File: src/rtl/mpsa_pkg.sv
// Package for the pixel sample address core: widths, register map, types, helpers
`default_nettype none
package mpsa_pkg;

  localparam int PIXEL_BITS         = 16;
  localparam int BLOCK_BITS         = 28;
  localparam int OFFSET_BITS        = 6;
  localparam int COORD_BITS_DEFAULT = 16;
  localparam int COLS_BITS          = 14;
  localparam int FACTOR_BITS        = 2;
  localparam int COUNT_BITS         = 2;
  localparam int CFACT_BITS         = 12;
  localparam int ADDR_BITS          = 5;
  localparam int DATA_BITS          = 32;

  localparam logic [COLS_BITS-1:0]   COLS_RESET   = 14'd1;
  localparam logic [FACTOR_BITS-1:0] FACTOR_RESET = 2'd1;
  localparam logic [COUNT_BITS-1:0]  COUNT_RESET  = 2'd3;
  localparam logic [CFACT_BITS-1:0]  CFACT_RESET  = 12'h555;

  typedef enum logic [2:0] {
    REG_MCU_COLUMNS     = 3'd0,
    REG_MCU_W_FACTOR    = 3'd1,
    REG_MCU_H_FACTOR    = 3'd2,
    REG_CHANNEL_COUNT   = 3'd3,
    REG_CHANNEL_FACTORS = 3'd4
  } reg_idx_t;

  // per-component placement inside one MCU
  typedef struct packed {
    logic [1:0]             inner;   // data unit inside the MCU
    logic [1:0]             scale;   // log2 of data units per MCU
    logic [OFFSET_BITS-1:0] offset;  // sample row*8+col
  } comp_info_t;

  function automatic logic [FACTOR_BITS-1:0] clamp_factor(input logic [FACTOR_BITS-1:0] f);
    logic [FACTOR_BITS-1:0] r;
    begin
      r = f;
      if (f == 2'd0) begin
        r = 2'd1;
      end else if (f == 2'd3) begin
        r = 2'd2;
      end
      return r;
    end
  endfunction

endpackage
`default_nettype wire

File: src/rtl/mpsa_if.sv
// Channel interfaces: pixel coordinate in, sample addresses out
`default_nettype none
interface mpsa_coord_if;
  logic                           valid;
  logic                           ready;
  logic [mpsa_pkg::PIXEL_BITS-1:0] pixel_x;
  logic [mpsa_pkg::PIXEL_BITS-1:0] pixel_y;

  modport source (output valid, output pixel_x, output pixel_y, input ready);
  modport sink   (input valid, input pixel_x, input pixel_y, output ready);
endinterface

interface mpsa_addr_if;
  logic                             valid;
  logic                             ready;
  logic [mpsa_pkg::BLOCK_BITS-1:0]  luma_block;
  logic [mpsa_pkg::OFFSET_BITS-1:0] luma_offset;
  logic                             cb_present;
  logic [mpsa_pkg::BLOCK_BITS-1:0]  cb_block;
  logic [mpsa_pkg::OFFSET_BITS-1:0] cb_offset;
  logic                             cr_present;
  logic [mpsa_pkg::BLOCK_BITS-1:0]  cr_block;
  logic [mpsa_pkg::OFFSET_BITS-1:0] cr_offset;

  modport source (output valid, output luma_block, output luma_offset, output cb_present,
                  output cb_block, output cb_offset, output cr_present, output cr_block,
                  output cr_offset, input ready);
  modport sink   (input valid, input luma_block, input luma_offset, input cb_present,
                  input cb_block, input cb_offset, input cr_present, input cr_block,
                  input cr_offset, output ready);
endinterface
`default_nettype wire

File: src/rtl/mcu_pixel_sample_address_core.sv
// Top level: pixel coordinate to per-component data unit index and sample offset
//
// Takes one pixel coordinate per clock while no stall on the output backs up
// the pipeline, and returns, for luma, cb and cr, the 8x8 data unit index and
// the sample offset that the pixel reads, with chroma upsampled by replication.
// The datapath is four register stages (coordinate capture, MCU row times MCU
// columns, MCU index add, per-component block scale and add), and one result
// leaves per cycle while the output side keeps ready high. Each stage
// holds its own valid bit and takes a new item whenever it is empty or its
// successor moves, so a stall on the output backs up without loss or repeat
// and bubbles close up. Registers must be written through the APB port only
// while no item is in flight; the block itself does not enforce this. There is no clearing pass after reset.
`default_nettype none
module mcu_pixel_sample_address_core #(
  parameter int COORD_BITS = mpsa_pkg::COORD_BITS_DEFAULT
) (
  input  wire logic                             clk,
  input  wire logic                             rst,
  input  wire logic                             psel,
  input  wire logic                             penable,
  input  wire logic                             pwrite,
  input  wire logic [mpsa_pkg::ADDR_BITS-1:0]   paddr,
  input  wire logic [mpsa_pkg::DATA_BITS-1:0]   pwdata,
  output      logic [mpsa_pkg::DATA_BITS-1:0]   prdata,
  output      logic                             pready,
  mpsa_coord_if.sink                            coord,
  mpsa_addr_if.source                           result
);

  localparam int ROW_W  = COORD_BITS - 3;
  localparam int PROD_W = ROW_W + mpsa_pkg::COLS_BITS;
  localparam int SUM_W  = PROD_W + 1;

  // configuration registers
  logic [mpsa_pkg::COLS_BITS-1:0]   mcu_columns;
  logic [mpsa_pkg::FACTOR_BITS-1:0] mcu_w_factor;
  logic [mpsa_pkg::FACTOR_BITS-1:0] mcu_h_factor;
  logic [mpsa_pkg::COUNT_BITS-1:0]  channel_count;
  logic [mpsa_pkg::CFACT_BITS-1:0]  channel_factors;

  mpsa_pkg::reg_idx_t reg_idx;
  logic               wr_en;

  assign pready  = 1'b1;
  assign reg_idx = mpsa_pkg::reg_idx_t'(paddr[4:2]);
  assign wr_en   = psel && penable && pwrite && pready;

  always_ff @(posedge clk) begin
    if (rst) begin
      mcu_columns     <= mpsa_pkg::COLS_RESET;
      mcu_w_factor    <= mpsa_pkg::FACTOR_RESET;
      mcu_h_factor    <= mpsa_pkg::FACTOR_RESET;
      channel_count   <= mpsa_pkg::COUNT_RESET;
      channel_factors <= mpsa_pkg::CFACT_RESET;
    end else if (wr_en) begin
      case (reg_idx)
        mpsa_pkg::REG_MCU_COLUMNS:     mcu_columns     <= pwdata[mpsa_pkg::COLS_BITS-1:0];
        mpsa_pkg::REG_MCU_W_FACTOR:    mcu_w_factor    <= pwdata[mpsa_pkg::FACTOR_BITS-1:0];
        mpsa_pkg::REG_MCU_H_FACTOR:    mcu_h_factor    <= pwdata[mpsa_pkg::FACTOR_BITS-1:0];
        mpsa_pkg::REG_CHANNEL_COUNT:   channel_count   <= pwdata[mpsa_pkg::COUNT_BITS-1:0];
        mpsa_pkg::REG_CHANNEL_FACTORS: channel_factors <= pwdata[mpsa_pkg::CFACT_BITS-1:0];
        default: begin
        end
      endcase
    end
  end

  always_comb begin
    case (reg_idx)
      mpsa_pkg::REG_MCU_COLUMNS:     prdata = mpsa_pkg::DATA_BITS'(mcu_columns);
      mpsa_pkg::REG_MCU_W_FACTOR:    prdata = mpsa_pkg::DATA_BITS'(mcu_w_factor);
      mpsa_pkg::REG_MCU_H_FACTOR:    prdata = mpsa_pkg::DATA_BITS'(mcu_h_factor);
      mpsa_pkg::REG_CHANNEL_COUNT:   prdata = mpsa_pkg::DATA_BITS'(channel_count);
      mpsa_pkg::REG_CHANNEL_FACTORS: prdata = mpsa_pkg::DATA_BITS'(channel_factors);
      default:                       prdata = '0;
    endcase
  end

  // effective MCU factors and presence
  logic [mpsa_pkg::FACTOR_BITS-1:0] mw;
  logic [mpsa_pkg::FACTOR_BITS-1:0] mh;
  logic cb_on;
  logic cr_on;

  assign mw    = mpsa_pkg::clamp_factor(mcu_w_factor);
  assign mh    = mpsa_pkg::clamp_factor(mcu_h_factor);
  assign cb_on = channel_count[1];
  assign cr_on = (channel_count == 2'd3);

  // stage valids and ready chain
  logic v1, v2, v3, v4;
  logic rdy1, rdy2, rdy3, rdy4;

  assign rdy4        = !v4 || result.ready;
  assign rdy3        = !v3 || rdy4;
  assign rdy2        = !v2 || rdy3;
  assign rdy1        = !v1 || rdy2;
  assign coord.ready = rdy1;

  always_ff @(posedge clk) begin
    if (rst) begin
      v1 <= 1'b0;
      v2 <= 1'b0;
      v3 <= 1'b0;
      v4 <= 1'b0;
    end else begin
      if (rdy1) v1 <= coord.valid;
      if (rdy2) v2 <= v1;
      if (rdy3) v3 <= v2;
      if (rdy4) v4 <= v3;
    end
  end

  // stage 1: capture coordinate
  logic [COORD_BITS-1:0] x1;
  logic [COORD_BITS-1:0] y1;

  always_ff @(posedge clk) begin
    if (rdy1 && coord.valid) begin
      x1 <= coord.pixel_x[COORD_BITS-1:0];
      y1 <= coord.pixel_y[COORD_BITS-1:0];
    end
  end

  // stage 2: MCU row times columns, component placement
  logic [ROW_W-1:0]  mcu_row;
  logic [ROW_W-1:0]  mcu_col;
  logic [PROD_W-1:0] row_prod;
  logic [3:0]        lx;
  logic [3:0]        ly;
  mpsa_pkg::comp_info_t info_c [3];

  assign mcu_row  = (mh == 2'd2) ? ROW_W'(y1 >> 4) : ROW_W'(y1 >> 3);
  assign mcu_col  = (mw == 2'd2) ? ROW_W'(x1 >> 4) : ROW_W'(x1 >> 3);
  assign row_prod = PROD_W'(mcu_row) * PROD_W'(mcu_columns);
  assign lx       = (mw == 2'd2) ? x1[3:0] : {1'b0, x1[2:0]};
  assign ly       = (mh == 2'd2) ? y1[3:0] : {1'b0, y1[2:0]};

  for (genvar c = 0; c < 3; c++) begin : g_comp
    mpsa_comp u_comp (
      .w_factor (channel_factors[4*c+1 -: 2]),
      .h_factor (channel_factors[4*c+3 -: 2]),
      .mw       (mw),
      .mh       (mh),
      .lx       (lx),
      .ly       (ly),
      .info     (info_c[c])
    );
  end

  logic [PROD_W-1:0]    prod2;
  logic [ROW_W-1:0]     col2;
  mpsa_pkg::comp_info_t info2 [3];

  always_ff @(posedge clk) begin
    if (rdy2 && v1) begin
      prod2 <= row_prod;
      col2  <= mcu_col;
      info2 <= info_c;
    end
  end

  // stage 3: MCU index
  logic [SUM_W-1:0]               id_sum;
  logic [mpsa_pkg::BLOCK_BITS-1:0] mcu_id3;
  mpsa_pkg::comp_info_t           info3 [3];

  assign id_sum = SUM_W'(prod2) + SUM_W'(col2);

  always_ff @(posedge clk) begin
    if (rdy3 && v2) begin
      mcu_id3 <= mpsa_pkg::BLOCK_BITS'(id_sum);
      info3   <= info2;
    end
  end

  // stage 4: scale by data units per MCU, add inner unit
  logic [mpsa_pkg::BLOCK_BITS-1:0]  blk_c [3];
  logic [mpsa_pkg::BLOCK_BITS-1:0]  blk4  [3];
  logic [mpsa_pkg::OFFSET_BITS-1:0] off4  [3];
  logic                             cb4;
  logic                             cr4;

  always_comb begin
    for (int c = 0; c < 3; c++) begin
      blk_c[c] = (mcu_id3 << info3[c].scale) + mpsa_pkg::BLOCK_BITS'(info3[c].inner);
    end
  end

  always_ff @(posedge clk) begin
    if (rdy4 && v3) begin
      blk4[0] <= blk_c[0];
      off4[0] <= info3[0].offset;
      blk4[1] <= cb_on ? blk_c[1] : '0;
      off4[1] <= cb_on ? info3[1].offset : '0;
      blk4[2] <= cr_on ? blk_c[2] : '0;
      off4[2] <= cr_on ? info3[2].offset : '0;
      cb4     <= cb_on;
      cr4     <= cr_on;
    end
  end

  assign result.valid       = v4;
  assign result.luma_block  = blk4[0];
  assign result.luma_offset = off4[0];
  assign result.cb_present  = cb4;
  assign result.cb_block    = blk4[1];
  assign result.cb_offset   = off4[1];
  assign result.cr_present  = cr4;
  assign result.cr_block    = blk4[2];
  assign result.cr_offset   = off4[2];

endmodule
`default_nettype wire

File: src/rtl/mpsa_comp.sv
// Component placement: data unit inside the MCU and sample offset after upsampling
`default_nettype none
module mpsa_comp (
  input  wire logic [mpsa_pkg::FACTOR_BITS-1:0] w_factor,
  input  wire logic [mpsa_pkg::FACTOR_BITS-1:0] h_factor,
  input  wire logic [mpsa_pkg::FACTOR_BITS-1:0] mw,
  input  wire logic [mpsa_pkg::FACTOR_BITS-1:0] mh,
  input  wire logic [3:0]                       lx,
  input  wire logic [3:0]                       ly,
  output mpsa_pkg::comp_info_t                  info
);

  logic [mpsa_pkg::FACTOR_BITS-1:0] cw_raw;
  logic [mpsa_pkg::FACTOR_BITS-1:0] ch_raw;
  logic cw2;
  logic ch2;
  logic rw2;
  logic rh2;
  logic bx;
  logic by;
  logic [2:0] sx;
  logic [2:0] sy;

  always_comb begin
    cw_raw = mpsa_pkg::clamp_factor(w_factor);
    ch_raw = mpsa_pkg::clamp_factor(h_factor);
    // lower a component factor above the MCU factor
    cw2 = (cw_raw == 2'd2) && (mw == 2'd2);
    ch2 = (ch_raw == 2'd2) && (mh == 2'd2);
    rw2 = (mw == 2'd2) && !cw2;
    rh2 = (mh == 2'd2) && !ch2;
    bx  = rw2 ? 1'b0 : lx[3];
    by  = rh2 ? 1'b0 : ly[3];
    sx  = rw2 ? lx[3:1] : lx[2:0];
    sy  = rh2 ? ly[3:1] : ly[2:0];
    info.inner  = (cw2 ? {by, 1'b0} : {1'b0, by}) + {1'b0, bx};
    info.scale  = {1'b0, cw2} + {1'b0, ch2};
    info.offset = {sy, sx};
  end

endmodule
`default_nettype wire

File: src/flat_wrapper.sv
// flat-port wrapper written by rule: the top's interface ports become plain ports
module mcu_pixel_sample_address_core_flat 
#(
  parameter int COORD_BITS = mpsa_pkg::COORD_BITS_DEFAULT
)
  (clk, rst, psel, penable, pwrite, paddr, pwdata, prdata, pready, coord_valid, coord_pixel_x, coord_pixel_y, coord_ready, result_valid, result_luma_block, result_luma_offset, result_cb_present, result_cb_block, result_cb_offset, result_cr_present, result_cr_block, result_cr_offset, result_ready);
  mpsa_coord_if coord_i ();
  mpsa_addr_if result_i ();
  input  wire logic clk;
  input  wire logic rst;
  input  wire logic psel;
  input  wire logic penable;
  input  wire logic pwrite;
  input  wire logic [mpsa_pkg::ADDR_BITS-1:0] paddr;
  input  wire logic [mpsa_pkg::DATA_BITS-1:0] pwdata;
  output      logic [mpsa_pkg::DATA_BITS-1:0] prdata;
  output      logic pready;
  input wire logic [$bits(coord_i.valid)-1:0] coord_valid;
  input wire logic [$bits(coord_i.pixel_x)-1:0] coord_pixel_x;
  input wire logic [$bits(coord_i.pixel_y)-1:0] coord_pixel_y;
  output wire logic [$bits(coord_i.ready)-1:0] coord_ready;
  output wire logic [$bits(result_i.valid)-1:0] result_valid;
  output wire logic [$bits(result_i.luma_block)-1:0] result_luma_block;
  output wire logic [$bits(result_i.luma_offset)-1:0] result_luma_offset;
  output wire logic [$bits(result_i.cb_present)-1:0] result_cb_present;
  output wire logic [$bits(result_i.cb_block)-1:0] result_cb_block;
  output wire logic [$bits(result_i.cb_offset)-1:0] result_cb_offset;
  output wire logic [$bits(result_i.cr_present)-1:0] result_cr_present;
  output wire logic [$bits(result_i.cr_block)-1:0] result_cr_block;
  output wire logic [$bits(result_i.cr_offset)-1:0] result_cr_offset;
  input wire logic [$bits(result_i.ready)-1:0] result_ready;
  assign coord_i.valid = coord_valid;
  assign coord_i.pixel_x = coord_pixel_x;
  assign coord_i.pixel_y = coord_pixel_y;
  assign coord_ready = coord_i.ready;
  assign result_valid = result_i.valid;
  assign result_luma_block = result_i.luma_block;
  assign result_luma_offset = result_i.luma_offset;
  assign result_cb_present = result_i.cb_present;
  assign result_cb_block = result_i.cb_block;
  assign result_cb_offset = result_i.cb_offset;
  assign result_cr_present = result_i.cr_present;
  assign result_cr_block = result_i.cr_block;
  assign result_cr_offset = result_i.cr_offset;
  assign result_i.ready = result_ready;
  mcu_pixel_sample_address_core #(.COORD_BITS(COORD_BITS)) u_core (.clk(clk), .rst(rst), .psel(psel), .penable(penable), .pwrite(pwrite), .paddr(paddr), .pwdata(pwdata), .prdata(prdata), .pready(pready), .coord(coord_i), .result(result_i));
endmodule
File: config.mk
export PLATFORM = sky130hd
export DESIGN_NAME = mcu_pixel_sample_address_core_flat
export DESIGN_NICKNAME = d
export VERILOG_FILES = /design/src/rtl/mpsa_pkg.sv /design/src/rtl/mpsa_if.sv /design/src/rtl/mcu_pixel_sample_address_core.sv /design/src/rtl/mpsa_comp.sv /design/src/flat_wrapper.sv
export SDC_FILE = /design/constraint.sdc
export NUM_CORES = 1
export LEC_CHECK = 0
export BUFFER_PORTS_ARGS = -buffer_cell sky130_fd_sc_hd__buf_2
export CAP_MARGIN = 0
export CORE_ASPECT_RATIO = 1.25
export CORE_MARGIN = 2
export CORE_UTILIZATION = 35
export CTS_BUF_LIST = sky130_fd_sc_hd__clkbuf_4 sky130_fd_sc_hd__clkbuf_8 sky130_fd_sc_hd__clkbuf_16
export DETAILED_ROUTE_END_ITERATION = 16
export PLACE_DENSITY_LB_ADDON = 0.1
export SYNTH_ARGS = -nofsm -noshare
export SYNTH_HDL_FRONTEND = slang
export SYNTH_SLANG_ARGS = --single-unit
File: constraint.sdc
create_clock -name clk -period 5.9 [get_ports clk]
set_clock_uncertainty 0.05 [all_clocks]
set_input_delay 0.59 -clock clk [delete_from_list [all_inputs] [get_ports clk]]
set_output_delay 0.59 -clock clk [all_outputs]
set_load 0.02 [all_outputs]
==> out/results.tsv <==
stage	metric	value	unit
grt	grtUsageMet3	0.02348	
worst_setup_path	cp_num_cells	19	
detailed_routing	ant_nets	0	
power	vdd_drop_max	0.2237	mV
synth	synth_top_family_by_area	adder cells	
finish	drive_above_1_share	0.2223	
synth	yosys-top-cells-area	edfxtp_1 (36%), fa_1 (12%), ha_1 (5.5%)	
grt	grt-ovfl-total	0	
worst_setup_path	arrival	6.08	ns
worst_setup_path	endpoint_kind	flop	
detailed_routing	dr.first_iter.drc_count	655	
synth	synthDistinctLibCells	77	
floorplan	pin_count	215	
clock_tree	cts-htree-levels	2	
worst_setup_path	cpPeakStageDelay	0.54	ns
finish	area_growth	17.01	%
worst_setup_path	cp_top_family	adder cells	
worst_setup_path	crit_path_start_kind	flop	
worst_setup_path	cp.required	6.25	ns
grt	grt_pass1_wl	84790	µm
clock_tree	clkTransAtPathRegs	0.06	ns
placement	place_congestion	0.8292	
detailed_routing	avgRoutedWirePerCell	17.18	µm
detailed_routing	dr.pass1.iters	8	
finish	fillers	6040	
clock_tree	ctsLongestPathBuffers	3	
grt	busiest_layer	met2	
synth	synth_seq_cells	300	
worst_setup_path	worstRegToRegCells	19	
grt	grt_max_degree	73	
timing	rsz0062_at_grt	yes	
timing	finalSetupTns	0	ns
timing	period_needed	5.732	ns
power	p_leak	10.65	nW
synth	synth_warnings	0	
worst_hold_path	worstHoldPathType	in2reg	
detailed_routing	avgViaCountPerCell	4.867	
floorplan	die-height	284.2	µm
timing	hold_violations	0	
timing	maxSlewViolCount	0	
clock_tree	numCtsBuffers	36	
floorplan	core	62020	µm²
clock_tree	hold_buffers	0	
synth	synth.avg_cell_area	10.83	µm²
timing	worst_pin_slew	0.9019	ns
clock_tree	cts_tree	yes	
synth	yosysTopAreaCell	edfxtp_1	
finish	nets	2537	
clock_tree	cts_root_buffer	clkbuf_16	
synth	synthArstFlopShare	0	
synth	syn_area	21980	µm²
finish	seqCellArea	8652	µm²
timing	final.period_utilization	0.9714	
synth	netlist_instances	2030	
clock_tree	clk_latency	0.57	ns
worst_setup_path	critPathSlowestCell	fa_1	
run	maxCapViolCount	0	
worst_setup_path	path_common_cell	fa_1	
finish	multi_input_area	12200	µm²
synth	yosysTopAreaCellShare	0.3606	
detailed_routing	drcViolationCount	0	
power	p_per_area	214.3	nW/µm²
outcome	status	completed	
clock_tree	cts_sinks	300	
timing	relSlewSlack	0.3988	
synth	synthAdderAreaFrac	0.1791	
floorplan	std_cell_rows	102	
worst_setup_path	path_cells	buf_12 -> clkbuf_16 -> mux2_4 -> buf_6 -> and2_1 -> fa_1 -> fa_1 -> fa_1 -> fa_1 -> inv_1 -> fa_1 -> inv_1 -> ha_1 -> o21ai_1 -> a211oi_4 -> o2111ai_4 -> a21oi_2 -> or4_1 -> nand4_1	
synth	synth_ff_type	edfxtp_1	
synth	synthMuxAreaShare	0.09944	
grt	met1_usage	0.1933	
placement	hpwl	40800	µm
worst_setup_path	crit_fanout	9	
synth	yosys.area_share.simple	0.1492	
floorplan	die_w	228.2	µm
floorplan	dieArea	64840	µm²
power	finalPower	0.005512	W
finish	diodes	0	
timing	setup_violations	0	
timing	fmax	174.5	MHz
detailed_routing	drt-total-wl	53020	µm
synth	synth-edff-count	264	
timing	finalHoldWorstSlack	0.1471	ns
synth	synth_xor_area_frac	0.04144	
detailed_routing	vias	15020	
grt	global_route.usage.met2	0.3023	
worst_setup_path	crit_type	reg2reg	
finish	fin_area	25720	µm²
grt	grt_pass1_vias	15600	
grt	track_usage	0.1629	
worst_setup_path	crit_buf_inv	5	
synth	synth_compound_area_frac	0.06910	
synth	yosysSeqAreaShare	0.3934	
floorplan	start_util	0.3544	
worst_hold_path	holdPathStages	1	
grt	grt_antenna_before_repair	3	
placement	io_buffer_count	175	
placement	placed_cell_area	24060	µm²
[flip-flops by register name, summed over array words and instances (netlist names)]
signal	cells
u_core.v3	1
u_core.off4	18
u_core.result.valid	1
u_core.channel_count	2
u_core.info3	30
u_core.mcu_w_factor	2
u_core.prod2	27
u_core.info2	30
u_core.mcu_columns	14
u_core.x1	16
u_core.result.cr_present	1
u_core.result.cb_present	1
u_core.mcu_id3	28
u_core.col2	13
u_core.y1	16
u_core.v2	1
u_core.blk4	84
u_core.channel_factors	12
u_core.mcu_h_factor	2
u_core.v1	1
[worst register-to-register path, stage by stage (launching register included)]
cell and delay [ns]:
dfxtp_4 0.37, buf_12 0.13, clkbuf_16 0.16, mux2_4 0.31
buf_6 0.14, and2_1 0.16, fa_1 0.50, fa_1 0.45
fa_1 0.52, fa_1 0.54, inv_1 0.05, fa_1 0.53
inv_1 0.04, ha_1 0.35, o21ai_1 0.30, a211oi_4 0.13
o2111ai_4 0.21, a21oi_2 0.07, or4_1 0.48, nand4_1 0.10
[cells in the mapped netlist (12+ instances only)]
master and count:
a211oi_1 14, a21o_1 12, a21oi_1 73, and2_1 77
and3_1 28, buf_2 13, buf_4 27, clkbuf_1 75
dfxtp_1 36, edfxtp_1 264, fa_1 136, ha_1 97
inv_1 219, mux2_2 66, mux2i_1 71, mux4_2 32
nand2_1 198, nand2b_1 29, nand3_1 40, nand4_1 23
nor2_1 120, nor2b_1 58, nor3_1 12, o21a_1 14
o21ai_0 37, xnor2_1 66, xor2_1 38
[cells in the final DEF (no fill, tap or decap), types with 35 or more instances in the layout]
master and instances:
clkbuf_16 38, xor2_1 38, ha_1 90, mux2i_1 69, nor2b_1 53, buf_2 175, edfxtp_1 264, inv_1 214
nand3_1 40, fa_1 133, mux2_2 61, xnor2_1 66, and2_1 77, dfxtp_1 35, nor2_1 120, a21oi_1 68
nand2_1 198, buf_4 88
[cell type report]
type,instances,share of cell area
Inverter,220,0.03211
Clock inverter,22,0.01435
Timing Repair Buffer,272,0.06489
Clock buffer,42,0.03746
Tap cell,832,0.04047
Multi-Input combinational cell,1398,0.4743
Sequential cell,300,0.3364
[worst paths after layout]
kind	startpoint	end	slack [ns]
setup reg to reg	u_core.mcu_h_factor[1]$_SDFFE_PP0P_	u_core.prod2[26]$_DFFE_PP_	0.17
hold / removal	coord_pixel_y[3]	u_core.y1[3]$_DFFE_PP_	0.15
hold reg to reg	u_core.info2[16]$_DFFE_PP_	u_core.info3[16]$_DFFE_PP_	0.36
setup / recovery	u_core.mcu_h_factor[1]$_SDFFE_PP0P_	u_core.prod2[26]$_DFFE_PP_	0.17
[metrics by stage]
step,util,instances,setup WS [ns]
detailed placement,0.3878,3018,0.01188
global placement,0.3878,3018,0.006196
floorplan,-,2047,0.04512
finish,0.4147,3086,0.1685
global route,0.4147,3086,-0.04010
CTS,0.4094,3082,0.006221
[per-layer routing]
metal / share of wire / up-vias
met5: 0 / -
met4: 0.028 / 0
met3: 0.035 / 84
met2: 0.52 / 271
met1: 0.41 / 7362
li1: - / 7302
[cells by family (layout without fill, tap and decap cells)]
kind of cell               count (synthesis)  in the layout
other                                      2             19
and+or+nand+nor                          643            643
xor gates and xnor gates                 104            104
buffers and inverters                    349            556
muxes                                    170            170
AOI/OAI and AO/OA                        229            229
DFF                                      300            300
adders and majority gates                233            233
[power breakdown]
| part | switching (W) | internal (W) | total, W |
|---|---|---|---|
| logic | 0.000340 | 0.000248 | 0.000588 |
| registers | 0.0000562 | 0.00240 | 0.00245 |
| clock network | 0.000931 | 0.00154 | 0.00247 |
| total | 0.00133 | 0.00419 | 0.00551 |
[repair_timing]
action	CTS	global route
pin swaps	2	29
cloned	0	1
resized for setup	3	60
endpoints found under the setup margin	2	9
buffers inserted	0	3
(Power assumes the default switching activity.)
